**src/hw/rtl/skh_pkg.sv**
```systemverilog
package skh_pkg;

  // Default sizes
  localparam int unsigned TABLE_SLOTS_DEF  = 2048;
  localparam int unsigned POOL_ENTRIES_DEF = 512;
  localparam int unsigned KEY_BYTES_DEF    = 64;

  // Hash constants
  localparam logic [31:0] FNV_BASIS = 32'h811c_9dc5;
  localparam logic [31:0] FNV_PRIME = 32'h0100_0193;
  localparam logic [31:0] CRC_INIT  = 32'hFFFF_FFFF;
  localparam logic [31:0] CRC_POLY  = 32'hEDB8_8320;

  // Action codes
  localparam logic [1:0] ACT_REGISTER = 2'd0;
  localparam logic [1:0] ACT_RESOLVE  = 2'd1;
  localparam logic [1:0] ACT_SET_EN   = 2'd2;
  localparam logic [1:0] ACT_CLEAR    = 2'd3;

  // Result status codes
  localparam logic [2:0] ST_OK        = 3'd0;
  localparam logic [2:0] ST_NOT_FOUND = 3'd1;
  localparam logic [2:0] ST_DISABLED  = 3'd2;
  localparam logic [2:0] ST_NO_SPACE  = 3'd3;
  localparam logic [2:0] ST_TOO_LONG  = 3'd4;

  // Commands from controller to datapath
  typedef struct packed {
    logic       take;
    logic       key_clr;
    logic       mod_start;
    logic       mod_step;
    logic       slot_rd;
    logic       slot_adv;
    logic       len_rd;
    logic       j_clr;
    logic       j_inc;
    logic       cmp_rd;
    logic       ent_rd;
    logic       copy_rd;
    logic       copy_wr;
    logic       ins;
    logic       upd;
    logic       sweep_start;
    logic       sweep_step;
    logic       cnt_clr;
    logic       res;
    logic       res_entry;
    logic [2:0] res_status;
  } cmd_t;

  // Status from datapath to controller
  typedef struct packed {
    logic [1:0] act;
    logic       ovf;
    logic       mod_done;
    logic       exhausted;
    logic       slot_valid;
    logic       idx_in_pool;
    logic       len_eq;
    logic       len_zero;
    logic       byte_eq;
    logic       cmp_last;
    logic       copy_done;
    logic       pool_full;
    logic       en_bit;
    logic       sweep_done;
  } sts_t;

  // Reflected CRC-32, one byte
  function automatic logic [31:0] crc_byte(input logic [31:0] crc, input logic [7:0] b);
    logic [31:0] c;
    c = crc ^ {24'd0, b};
    for (int i = 0; i < 8; i++) begin
      c = c[0] ? ((c >> 1) ^ CRC_POLY) : (c >> 1);
    end
    return c;
  endfunction

endpackage

```
**src/hw/rtl/skh_ctrl.sv**
```systemverilog
module skh_ctrl (
  input  logic          clk_i,
  input  logic          rst_ni,
  input  logic          start,
  input  logic          key_last_i,
  input  skh_pkg::sts_t sts_i,
  output skh_pkg::cmd_t cmd_o,
  output logic          busy
);
  import skh_pkg::*;

  localparam logic [3:0] S_IDLE  = 4'd0;
  localparam logic [3:0] S_DISP  = 4'd1;
  localparam logic [3:0] S_MOD   = 4'd2;
  localparam logic [3:0] S_SRD   = 4'd3;
  localparam logic [3:0] S_SCHK  = 4'd4;
  localparam logic [3:0] S_LCHK  = 4'd5;
  localparam logic [3:0] S_CRD   = 4'd6;
  localparam logic [3:0] S_CCHK  = 4'd7;
  localparam logic [3:0] S_FRD   = 4'd8;
  localparam logic [3:0] S_FIN   = 4'd9;
  localparam logic [3:0] S_CPRD  = 4'd10;
  localparam logic [3:0] S_CPWR  = 4'd11;
  localparam logic [3:0] S_SWEEP = 4'd12;

  logic [3:0] state_q, state_d;

  // Hold state; reset starts with the slot sweep
  always_ff @(posedge clk_i or negedge rst_ni) begin
    if (!rst_ni) begin
      state_q <= S_SWEEP;
    end else begin
      state_q <= state_d;
    end
  end

  assign busy = (state_q != S_IDLE);

  // Sequence the probe, compare, insert and sweep
  always_comb begin
    cmd_o   = '0;
    state_d = state_q;
    unique case (state_q)
      S_IDLE: begin
        if (start) begin
          cmd_o.take = 1'b1;
          if (key_last_i) state_d = S_DISP;
        end
      end
      S_DISP: begin
        if (sts_i.act == ACT_CLEAR) begin
          cmd_o.res         = 1'b1;
          cmd_o.res_status  = ST_OK;
          cmd_o.key_clr     = 1'b1;
          cmd_o.cnt_clr     = 1'b1;
          cmd_o.sweep_start = 1'b1;
          state_d           = S_SWEEP;
        end else if (sts_i.ovf) begin
          cmd_o.res        = 1'b1;
          cmd_o.res_status = ST_TOO_LONG;
          cmd_o.key_clr    = 1'b1;
          state_d          = S_IDLE;
        end else begin
          cmd_o.mod_start = 1'b1;
          state_d         = S_MOD;
        end
      end
      S_MOD: begin
        cmd_o.mod_step = 1'b1;
        if (sts_i.mod_done) state_d = S_SRD;
      end
      S_SRD: begin
        if (sts_i.exhausted) begin
          cmd_o.res        = 1'b1;
          cmd_o.res_status = (sts_i.act == ACT_REGISTER) ? ST_NO_SPACE : ST_NOT_FOUND;
          cmd_o.key_clr    = 1'b1;
          state_d          = S_IDLE;
        end else begin
          cmd_o.slot_rd = 1'b1;
          state_d       = S_SCHK;
        end
      end
      S_SCHK: begin
        if (!sts_i.slot_valid) begin
          if (sts_i.act == ACT_REGISTER && !sts_i.pool_full) begin
            cmd_o.j_clr = 1'b1;
            state_d     = S_CPRD;
          end else begin
            cmd_o.res        = 1'b1;
            cmd_o.res_status = (sts_i.act == ACT_REGISTER) ? ST_NO_SPACE : ST_NOT_FOUND;
            cmd_o.key_clr    = 1'b1;
            state_d          = S_IDLE;
          end
        end else if (!sts_i.idx_in_pool) begin
          cmd_o.slot_adv = 1'b1;
          state_d        = S_SRD;
        end else begin
          cmd_o.len_rd = 1'b1;
          state_d      = S_LCHK;
        end
      end
      S_LCHK: begin
        priority if (!sts_i.len_eq) begin
          cmd_o.slot_adv = 1'b1;
          state_d        = S_SRD;
        end else if (sts_i.len_zero) begin
          state_d = S_FRD;
        end else begin
          cmd_o.j_clr = 1'b1;
          state_d     = S_CRD;
        end
      end
      S_CRD: begin
        cmd_o.cmp_rd = 1'b1;
        state_d      = S_CCHK;
      end
      S_CCHK: begin
        priority if (!sts_i.byte_eq) begin
          cmd_o.slot_adv = 1'b1;
          state_d        = S_SRD;
        end else if (sts_i.cmp_last) begin
          state_d = S_FRD;
        end else begin
          cmd_o.j_inc = 1'b1;
          state_d     = S_CRD;
        end
      end
      S_FRD: begin
        cmd_o.ent_rd = 1'b1;
        state_d      = S_FIN;
      end
      S_FIN: begin
        cmd_o.upd        = 1'b1;
        cmd_o.res        = 1'b1;
        cmd_o.res_entry  = 1'b1;
        cmd_o.res_status = (sts_i.act == ACT_RESOLVE && !sts_i.en_bit) ? ST_DISABLED : ST_OK;
        cmd_o.key_clr    = 1'b1;
        state_d          = S_IDLE;
      end
      S_CPRD: begin
        if (sts_i.copy_done) begin
          cmd_o.ins        = 1'b1;
          cmd_o.res        = 1'b1;
          cmd_o.res_entry  = 1'b1;
          cmd_o.res_status = ST_OK;
          cmd_o.key_clr    = 1'b1;
          state_d          = S_IDLE;
        end else begin
          cmd_o.copy_rd = 1'b1;
          state_d       = S_CPWR;
        end
      end
      S_CPWR: begin
        cmd_o.copy_wr = 1'b1;
        cmd_o.j_inc   = 1'b1;
        state_d       = S_CPRD;
      end
      S_SWEEP: begin
        cmd_o.sweep_step = 1'b1;
        if (sts_i.sweep_done) state_d = S_IDLE;
      end
      default: state_d = S_IDLE;
    endcase
  end

endmodule

```
**config.mk**
```make
export PLATFORM = sky130hd
export DESIGN_NAME = skh_ctrl
export DESIGN_NICKNAME = d
export VERILOG_FILES = /design/src/hw/rtl/skh_pkg.sv /design/src/hw/rtl/skh_ctrl.sv
export SDC_FILE = /design/constraint.sdc
export NUM_CORES = 1
export LEC_CHECK = 0
export BUFFER_PORTS_ARGS = -buffer_cell sky130_fd_sc_hd__buf_2
export CAP_MARGIN = 20
export CORE_MARGIN = 8
export CORE_UTILIZATION = 44
export CTS_CLUSTER_DIAMETER = 200
export DETAILED_ROUTE_END_ITERATION = 8
export GPL_TIMING_DRIVEN = 0
export PLACE_DENSITY = 0.84
export SETUP_SLACK_MARGIN = 0.4
export SLEW_MARGIN = 15
export SYNTH_ARGS = -nofsm -noshare
export SYNTH_HDL_FRONTEND = slang
export SYNTH_SLANG_ARGS = --single-unit
```
**constraint.sdc**
```tcl
create_clock -name clk_i -period 4.82 [get_ports clk_i]
set_input_delay 0.241 -clock clk_i [delete_from_list [all_inputs] [get_ports clk_i]]
set_output_delay 0.241 -clock clk_i [all_outputs]
set_load 0.1 [all_outputs]
```
==> results.py, run 1 <==
metrics = {
    "timing": {
        "max_freq_mhz": 422,
        "hold_viol": 0,
        "setup_tns_ps": 0,
        "fin_crit_ps": 2370,
        "rsz0062_at_grt": "no",
        "setup_viol": 0,
        "skew_ps": 16.3,
        "worst_slew_pin_slew_ps": 491,
        "period_share_pct": 49.2,
        "relSlewSlack_pct": 67.5,
        "slew_violations": 0,
    },
    "synth": {
        "synth.most_common_cell": "nand2_1",
        "synthesis.nets": 113,
        "netlist.area_leader.share_pct": 8.19,
        "synth.area.top_cells": "dfstp_2 8.2%, dfrtp_1 7.8%, nand2_1 7.6%",
        "synthTopCellsByCount": "13 x nand2_1, 11 x nor2_1, 8 x nor3_1",
        "ys_ff_latch": 4,
        "netlist_area_sq_um": 642,
        "syn_inst": 94,
        "ys_async_sr_fraction_pct": 100,
        "syn_avg_cell_area_sq_um": 6.83,
        "synth_top_area_cell": "dfstp_2",
        "yosysSeqAreaShare_pct": 16.0,
        "ys_types": 37,
        "synth_top_flop_cell": "dfstp_2",
        "synth_edf_count": 0,
        "yosys_warnings": 0,
    },
    "routing": {
        "drc": 0,
        "detail_route.wl_per_cell_um": 14.5,
        "vias_per_cell": 5.72,
        "vias": 893,
        "drt-initial-drc-count": 44,
        "wl_um": 2270,
        "ant_nets": 0,
        "dr.pass1.iters": 4,
    },
    "placement": {
        "globalplace.congestion": 0.943,
        "portBuffers": 42,
        "dp_hpwl_um": 1810,
        "dp.cells": 151,
        "place_area_sq_um": 871,
    },
    "clocking": {
        "clkSinkCount": 4,
        "path_clk_slew_ps": 50,
        "clock_path_buffers": 2,
        "cts_tree": "yes",
        "clk_latency_ps": 250,
        "cts_inserted_buffers": 3,
        "htree_levels": 1,
        "cts_root_buffer": "clkbuf_4",
    },
    "floorplanning": {
        "io_pins": 43,
        "die_w_um": 54.2,
        "die_h_um": 54.2,
        "coreArea_sq_mm": 0.00133,
        "row_count": 13,
        "start_util_pct": 48.1,
        "die_area_sq_mm": 0.00294,
    },
    "layout": {
        "reg_top3": "state_q: 4 flops",
        "final_cells": 156,
        "final_area_sq_um": 907,
        "fillers": 118,
        "drive_above_1_share_pct": 42.6,
        "fin_nets": 161,
        "largest_register_ffs": 4,
        "top_register": "state_q",
        "syn_to_final_growth_pct": 41.3,
        "antennaDiodeCount": 0,
    },
    "critical_path": {
        "worst_r2r_path_depth": 5,
        "crit_slowest_cell": "dfstp_2",
        "start_kind": "flop",
        "crit_chain": "nand2b_1 -> nor4_2 -> a21o_1 -> a211o_1 -> buf_4 -> buf_2",
        "required_ps": 4580,
        "cp_slowest_stage_delay_ps": 590,
        "crit_fanout": 8,
        "cp-end-kind": "output port",
        "worstSetupPathType": "flop to output port",
        "cp_data_arrival_time_ps": 2130,
    },
    "status": {
        "status": "finished clean",
    },
    "global_route": {
        "grt_pass1_wl_um": 3680,
        "overflow": 0,
        "grt_max_degree": 11,
        "antenna_found_initial": 0,
        "grt_pass1_vias": 893,
        "grtUsageTotal_pct": 16.4,
    },
    "flow_run": {
        "maxCapViolCount": 0,
    },
    "hold_path": {
        "hp-class": "input pin to asynchronous set/reset pin",
    },
}
[layer usage]
layer  routed length (um)  part of all wire, %  GRT usage (%)  vias up
met5                    0                    0              0        -
met4                   22                 0.97           8.20        0
met3                  252                   11           4.13        3
met2                  986                   43           24.0       61
met1                 1010                   44           21.6      388
li1                     -                    -              -      441
[metrics by stage]
stage               hold WS, ps  worst slack (ps)  utilization (%)
floorplan                 -54.6               732                -
global placement           43.5              2720             65.3
detailed placement         45.3              2730             65.3
CTS                         322              2460             68.0
global route                340              2330             68.0
finish                      333              2450             68.0
[worst max-delay path, delay by kind of cell, from the launching register on]
kind                   cells  cell delay, ps
buffers and inverters      2             510
AND/OR/NAND/NOR            2             490
AO/OA/AOI/OAI              2             300
flip-flops                 1             590
[what timing repair did]
| item | CTS | global route |
|---|---|---|
| endpoints found under the hold margin | 4 | 0 |
| gates resized for setup | 0 | 0 |
| hold buffers | 1 | 0 |
| buffers inserted | 0 | 0 |
[worst paths after layout]
path / slack (ps) / to / start
worst max-delay path: 2450 / cmd_o[21] / state_q[2]$_DFFE_PN1P_
worst min-delay path: 330 / state_q[0]$_DFFE_PN0P_ / rst_ni
worst max register to register: 3190 / state_q[1]$_DFFE_PN0P_ / state_q[3]$_DFFE_PN1P_
worst min register to register: 760 / state_q[3]$_DFFE_PN1P_ / state_q[1]$_DFFE_PN0P_
max in group asynchronous: 4270 / state_q[3]$_DFFE_PN1P_ / rst_ni
min in group clk_i: 340 / state_q[3]$_DFFE_PN1P_ / sts_i[2]
[placed cells by master, fill, tap and decap left out, drive strengths merged, types with 3 or more instances in the layout]
| master | synthesis | final |
|---|---|---|
| or3 | 3 | 3 |
| a21oi | 5 | 5 |
| buf | 8 | 50 |
| nand3 | 3 | 3 |
| nor2 | 11 | 11 |
| clkbuf | 0 | 4 |
| nand3b | 3 | 3 |
| inv | 4 | 4 |
| o21ai | 4 | 4 |
| nand2 | 13 | 13 |
| nor3 | 10 | 10 |
| nand2b | 4 | 4 |
[cell families (layout without fill, tap and decap cells)]
group | count (synthesis) | in the layout | share of synthesized area, %
and+or+nand+nor | 55 | 55 | 46.6
DFF | 4 | 4 | 16.0
buffers and inverters | 12 | 59 | 11.7
AOI/OAI and AO/OA | 22 | 22 | 24.2
muxes | 1 | 1 | 1.56
[layout make-up]
| type | instances | area, sq um | area share, % |
|---|---|---|---|
| Inverter | 4 | 15.0 | 1.66 |
| Tap cell | 15 | 18.8 | 2.07 |
| Buffer | 8 | 60.1 | 6.62 |
| Multi-Input combinational cell | 78 | 464 | 51.2 |
| Timing Repair Buffer | 43 | 220 | 24.3 |
| Clock buffer | 4 | 26.3 | 2.90 |
| Sequential cell | 4 | 103 | 11.3 |
Power of run 1 is not shown: default switching activity piles up to over one toggle a cycle in this logic, so the estimate is an artifact.
==> run 2: changes to the inputs <==
ABC_AREA = 1   (was default)
CORE_UTILIZATION = 37   (was 44)
PLACE_DENSITY = 0.75   (was 0.84)
clock period = 1.9 ns   (was 4.82 ns; I/O delays follow)
==> results.py, run 2 <==
metrics = {
    "status": {
        "status": "stopped before the end",
        "stop_stage": "global routing",
        "tool.error": "[ERROR DPL-0038] Utilization greater than 100%, impossible to legalize",
    },
    "clocking": {
        "cts_inserted_buffers": 3,
        "clock_path_buffers": 2,
        "htree_levels": 1,
        "clkSinkCount": 4,
        "cts_root_buffer": "clkbuf_4",
    },
    "timing": {
        "worst-ep-kind": "primary output",
        "crit_endpoint": "cmd_o[1]",
    },
    "synth": {
        "synthTopCellsByCount": "41 x nand2_1, 30 x inv_1, 23 x nor2_1",
        "synthAdderAreaFrac_pct": 0,
        "synth_top_area_cell": "nand2_1",
        "synth_edf_count": 0,
        "netlist.area_leader.share_pct": 23.7,
        "netlist_area_sq_um": 651,
        "syn_inst": 132,
        "yosys_warnings": 0,
        "yosysSeqAreaShare_pct": 15.8,
        "synth_top_family_by_area": "simple AND/OR/NAND/NOR gates",
        "synth_top_flop_cell": "dfstp_2",
        "synth-xor-area-share_pct": 0,
        "ys_types": 20,
        "synth.area.top_cells": "nand2_1 24%, inv_1 17%, nor2_1 13%",
        "synth_mux_area_share_pct": 0,
        "ys_ff_latch": 4,
        "ys_async_sr_fraction_pct": 100,
        "synthesis.nets": 151,
        "synth.most_common_cell": "nand2_1",
        "synthSimpleGateAreaFrac_pct": 56.2,
        "syn_avg_cell_area_sq_um": 4.93,
        "synth-compound-area-share_pct": 7.31,
    },
    "floorplanning": {
        "io_pins": 43,
        "start_util_pct": 38.5,
        "row_count": 15,
        "die_h_um": 57.9,
        "die_w_um": 57.9,
    },
    "placement": {
        "dp_hpwl_um": 1990,
        "globalplace.congestion": 0.838,
        "pre_cts_slack_ps": -24.3,
        "portBuffers": 42,
    },
    "global_route": {
        "grt_max_degree": 7,
    },
}
[run 2: repair_timing]
item,4_1_cts
buffers inserted,20
pin swaps,12
endpoints found under the hold margin,4
hold buffers,1
resized for setup,106
endpoints found under the setup margin,24
[run 2: metrics by stage]
stage / hold slack, ps / cells / area (sq um) / utilization (%)
2_1_floorplan: -201 / 132 / 840 / -
3_3_place_gp: -102 / 191 / 1070 / 63.4
3_5_place_dp: -94.1 / 191 / 1070 / 63.4
4_1_cts: 169 / 215 / 1610 / 95.3
[run 2: cell families after synthesis]
logic type | Yosys count
buffers and inverters | 34
AOI/OAI and AO/OA | 8
DFF | 4
and+or+nand+nor | 86
==> run 3: changes to the inputs <==
CORE_AREA = 8 8 69 71   (was default)
CORE_MARGIN = default   (was 8)
CORE_UTILIZATION = default   (was 37)
CTS_CLUSTER_DIAMETER = default   (was 200)
DIE_AREA = 0 0 77 79   (was default)
PLACE_DENSITY = default   (was 0.75)
PLACE_DENSITY_LB_ADDON = 0.15   (was default)
SETUP_SLACK_MARGIN = default   (was 0.4)
clock period = 2.5 ns   (was 1.9 ns; I/O delays follow)
==> results.py, run 3 <==
metrics = {
    "global_route": {
        "antenna_found_initial": 0,
        "grtUsageTotal_pct": 7.88,
        "overflow": 0,
        "grt_max_degree": 7,
        "grt_pass1_wl_um": 4000,
        "grt_pass1_vias": 896,
    },
    "synth": {
        "yosys_warnings": 0,
        "ys_types": 20,
        "ys_async_sr_fraction_pct": 100,
        "synth_top_flop_cell": "dfstp_2",
        "ys_ff_latch": 4,
        "syn_avg_cell_area_sq_um": 4.93,
        "yosysSeqAreaShare_pct": 15.8,
        "synth_edf_count": 0,
        "synth.area.top_cells": "nand2_1 24%, inv_1 17%, nor2_1 13%",
        "syn_inst": 132,
        "synth_top_area_cell": "nand2_1",
        "netlist.area_leader.share_pct": 23.7,
        "synth.most_common_cell": "nand2_1",
        "synthTopCellsByCount": "41 x nand2_1, 30 x inv_1, 23 x nor2_1",
        "synthesis.nets": 151,
        "netlist_area_sq_um": 651,
    },
    "critical_path": {
        "start_kind": "flop",
        "worstSetupPathType": "flop to output port",
        "required_ps": 2380,
        "crit_fanout": 5,
        "cp_data_arrival_time_ps": 2010,
        "cp-end-kind": "output port",
    },
    "routing": {
        "ant_nets": 0,
        "vias_per_cell": 3.90,
        "detail_route.wl_per_cell_um": 10.8,
        "drc": 0,
        "drt-initial-drc-count": 21,
        "wl_um": 2470,
        "dr.pass1.iters": 4,
        "vias": 893,
    },
    "floorplanning": {
        "start_util_pct": 17.1,
        "io_pins": 43,
        "coreArea_sq_mm": 0.00380,
        "die_area_sq_mm": 0.00608,
        "die_w_um": 77,
        "row_count": 23,
        "die_h_um": 79,
    },
    "layout": {
        "fin_nets": 199,
        "drive_above_1_share_pct": 35.2,
        "final_cells": 229,
        "fin_util_pct": 26.6,
        "reg_top3": "state_q: 4 flops",
        "final_area_sq_mm": 0.00101,
        "largest_register_ffs": 4,
        "syn_to_final_growth_pct": 55.2,
        "antennaDiodeCount": 0,
        "most-common-layout-cells": "42 x buf_2, 39 x nand2_1, 30 x inv_1",
        "final_common_cell": "buf_2",
        "top_register": "state_q",
    },
    "timing": {
        "worst_slew_pin_slew_ps": 497,
        "rsz0062_at_grt": "no",
        "relSlewSlack_pct": 67.1,
        "max_freq_mhz": 468,
        "setup_viol": 0,
        "fin_crit_ps": 2140,
        "holdWs_ps": 224,
        "hold_viol": 0,
        "slew_violations": 0,
        "skew_ps": 2.61,
        "period_share_pct": 85.4,
    },
    "clocking": {
        "path_clk_slew_ps": 30,
        "cts_tree": "yes",
        "cts_inserted_buffers": 3,
        "clk_latency_ps": 220,
        "clock_path_buffers": 2,
        "htree_levels": 1,
        "clkSinkCount": 4,
        "cts_setup_buffers": 0,
        "cts_resized": 0,
        "hold_buffers": 1,
        "cts_root_buffer": "clkbuf_8",
    },
    "hold_path": {
        "hp-class": "input pin to flop",
    },
    "placement": {
        "dp_hpwl_um": 2230,
        "place_area_sq_um": 955,
        "portBuffers": 42,
        "globalplace.congestion": 0.744,
        "dp.cells": 224,
    },
    "power_and_ir_drop": {
        "p_leak_nw": 0.699,
        "ir_drop_mv": 0.419,
        "power.total_mw": 1.48,
        "power_density_mw_per_mm2": 1470,
    },
    "flow_run": {
        "maxCapViolCount": 0,
    },
    "status": {
        "status": "finished clean",
    },
}
==> run 3: final cells by class <==
type	count	area (sq um)
buffer	2	15.0
clock buffer	4	45.0
fill	468	2790
inverter	32	120
multi-input combinational	94	444
sequential	4	103
tap	50	62.6
timing repair buffer	43	220
==> run 3: cell families (layout without fill, tap and decap cells) <==
family,count (synthesis),count (layout),synth area share [%]
AO/OA/AOI/OAI,8,8,7.31
AND/OR/NAND/NOR,86,86,56.2
buffers and inverters,34,81,20.8
flip-flops,4,4,15.8
==> run 3: metal layers <==
layer  vias up  part of all wire, %  global-route usage (%)
met2        17                   49                    13.8
met1       388                   46                    9.06
met5         -                    0                       0
met3         0                  4.7                    2.37
li1        488                    -                       -
met4         0                    0                    2.26
==> run 3: worst max-delay path: stages, from the launching register on <==
cell,delay [ps]
dfstp_2,570
inv_2,80
nor2_4,140
nand2_2,110
inv_1,110
nand2_1,70
nand2_1,100
nor2_1,60
nand2_2,50
buf_4,90
buf_2,410
==> run 3: power breakdown <==
group / internal, mW / switching, mW / leakage (nW)
combinational: 0.206 / 0.985 / 0.631
clock: 0.109 / 0.0340 / 0.0228
sequential: 0.104 / 0.0442 / 0.0459
total: 0.419 / 1.06 / 0.699
==> run 3: path summary, 6_finish.rpt <==
check | from | to | slack, ps | depth (start not counted)
max | state_q[2]$_DFFE_PN1P_ | cmd_o[21] | 360 | 10
min | sts_i[11] | state_q[0]$_DFFE_PN0P_ | 220 | 3
max reg2reg | state_q[3]$_DFFE_PN1P_ | state_q[1]$_DFFE_PN0P_ | 1120 | 7
min reg2reg | state_q[2]$_DFFE_PN1P_ | state_q[2]$_DFFE_PN1P_ | 660 | 2
max in group asynchronous | rst_ni | state_q[2]$_DFFE_PN1P_ | 2050 | 2
min in group asynchronous | rst_ni | state_q[1]$_DFFE_PN0P_ | 240 | 2
==> run 3: through the flow <==
| step | TNS (ps) | worst slack [ps] |
|---|---|---|
| final | 0 | 365 |
| after global routing | 0 | 252 |
| after CTS | 0 | 359 |
| after detailed placement | 0 | 584 |
| after global placement | 0 | 576 |
| after floorplan | -286 | -286 |
(Power assumes the default switching activity.)
==> run 4: changes to the inputs <==
ABC_AREA = default   (was 1)
==> results.py, run 4 (same netlist as run 1, synthesis figures left out) <==
metrics = {
    "timing": {
        "setup_viol": 0,
        "relSlewSlack_pct": 67.1,
        "setup_tns_ps": 0,
        "holdWs_ps": 223,
        "max_freq_mhz": 432,
        "fin_crit_ps": 2310,
        "period_share_pct": 92.5,
        "slew_violations": 0,
        "fin_ws_ps": 187,
        "worst_slew_pin_slew_ps": 497,
        "skew_ps": 2.78,
        "rsz0062_at_grt": "no",
        "hold_viol": 0,
    },
    "routing": {
        "dr.pass1.iters": 4,
        "drc": 0,
        "detail_route.wl_per_cell_um": 14.3,
        "vias": 859,
        "ant_nets": 0,
        "wl_um": 2720,
        "drt-initial-drc-count": 37,
        "vias_per_cell": 4.52,
    },
    "clocking": {
        "clkSinkCount": 4,
        "path_clk_slew_ps": 30,
        "cts_tree": "yes",
        "clock_path_buffers": 2,
        "htree_levels": 1,
        "clk_latency_ps": 210,
        "cts_setup_buffers": 0,
        "cts_inserted_buffers": 3,
        "cts_root_buffer": "clkbuf_8",
    },
    "critical_path": {
        "start_kind": "flop",
        "cp_slowest_stage_delay_ps": 510,
        "crit_chain": "buf_6 -> nand2b_1 -> nor4_2 -> a21o_2 -> a211o_2 -> buf_4 -> buf_2",
        "worstSetupPathType": "flop to output port",
        "path_depth": 7,
        "reg2reg_slack_ps": 780,
        "cp-end-kind": "output port",
        "worst_r2r_path_depth": 5,
        "crit_fanout": 10,
        "crit_slowest_cell": "dfstp_2",
        "path_buf_inv": 3,
        "reg2reg_from": "state_q[3]$_DFFE_PN1P_",
        "r2r-end": "state_q[1]$_DFFE_PN0P_",
        "critPathTopFamily": "buffers and inverters",
        "cp_data_arrival_time_ps": 2190,
        "required_ps": 2380,
    },
    "layout": {
        "drive_above_1_share_pct": 48.6,
        "antennaDiodeCount": 0,
        "fin_util_pct": 26.9,
        "reg_top3": "state_q: 4 flops",
        "largest_register_ffs": 4,
        "most-common-layout-cells": "45 x buf_2, 13 x nand2_1, 11 x nor2_1",
        "syn_to_final_growth_pct": 59.3,
        "top_register": "state_q",
        "final_common_cell": "buf_2",
        "fin_nets": 161,
    },
    "flow_run": {
        "maxCapViolCount": 0,
    },
    "global_route": {
        "antenna_found_initial": 0,
        "grt_pass1_wl_um": 4330,
        "overflow": 0,
        "grtUsageTotal_pct": 8.67,
        "grt_pass1_vias": 909,
        "grt_max_degree": 11,
    },
    "placement": {
        "portBuffers": 42,
        "globalplace.congestion": 0.869,
        "dp_hpwl_um": 2260,
        "pre_cts_slack_ps": 405,
    },
    "floorplanning": {
        "start_util_pct": 16.9,
        "coreArea_sq_mm": 0.00380,
        "io_pins": 43,
        "die_h_um": 79,
        "row_count": 23,
        "die_w_um": 77,
        "die_area_sq_mm": 0.00608,
    },
    "hold_path": {
        "hold_start": "sts_i[10]",
        "hold_end": "state_q[2]$_DFFE_PN1P_",
        "hp-class": "input pin to flop",
        "hold_depth": 3,
    },
    "status": {
        "status": "finished clean",
    },
}
## run 4: cell count changes in the layout (fill, tap and decap cells not counted), sizes merged, moves of 4 or more
| cell | previous run | this run |
|---|---|---|
| nand2b | 0 | 4 |
| nand2 | 42 | 13 |
| inv | 32 | 4 |
| a21oi | 1 | 5 |
| nand3 | 12 | 3 |
| buf | 44 | 50 |
| nor3 | 2 | 10 |
| nor2 | 27 | 11 |
## run 4: per-stage QoR
stage	cell area (sq um)	cells
final	1020	190
after global routing	1020	190
after CTS	1020	190
after detailed placement	971	186
after global placement	971	186
after floorplan	698	94
## run 4: area by class of cell
| cell class | count | area (sq um) |
|---|---|---|
| Tap cell | 50 | 62.6 |
| Sequential cell | 4 | 103 |
| Inverter | 4 | 15.0 |
| Clock buffer | 3 | 41.3 |
| Fill cell | 439 | 2780 |
| Multi-Input combinational cell | 78 | 520 |
| Buffer | 8 | 60.1 |
| Timing Repair Buffer | 43 | 220 |
## run 4: per-layer routing
metal	share of wire [%]	vias up	wire length [um]	GRT usage (%)
li1	-	436	-	-
met3	3.6	2	97	2.82
met1	40	409	1080	9.20
met2	56	12	1530	16.4
met5	0	-	0	0
met4	0.52	0	14	1.70
## run 4: how the worst max path moves through the flow
stage	from	slack (ps)	end
floorplan	state_q[1]$_DFFE_PN0P_	-640	cmd_o[11]
global placement	state_q[3]$_DFFE_PN1P_	400	cmd_o[21]
detailed placement	state_q[3]$_DFFE_PN1P_	410	cmd_o[21]
CTS	state_q[3]$_DFFE_PN1P_	170	cmd_o[21]
global route	state_q[2]$_DFFE_PN1P_	90	cmd_o[21]
finish	state_q[3]$_DFFE_PN1P_	190	cmd_o[21]
## run 4: repair_timing
| action | 4_1_cts | 5_1_grt |
|---|---|---|
| gates resized for setup | 0 | 0 |
| hold endpoints to repair | 4 | 0 |
| hold buffers | 1 | 0 |
## run 4: worst min-delay path, delay by kind of cell
kind	cells	cell delay, ps
and+or+nand+nor	2	200
buffers and inverters	1	100
Power of run 4 is left out for the same reason.
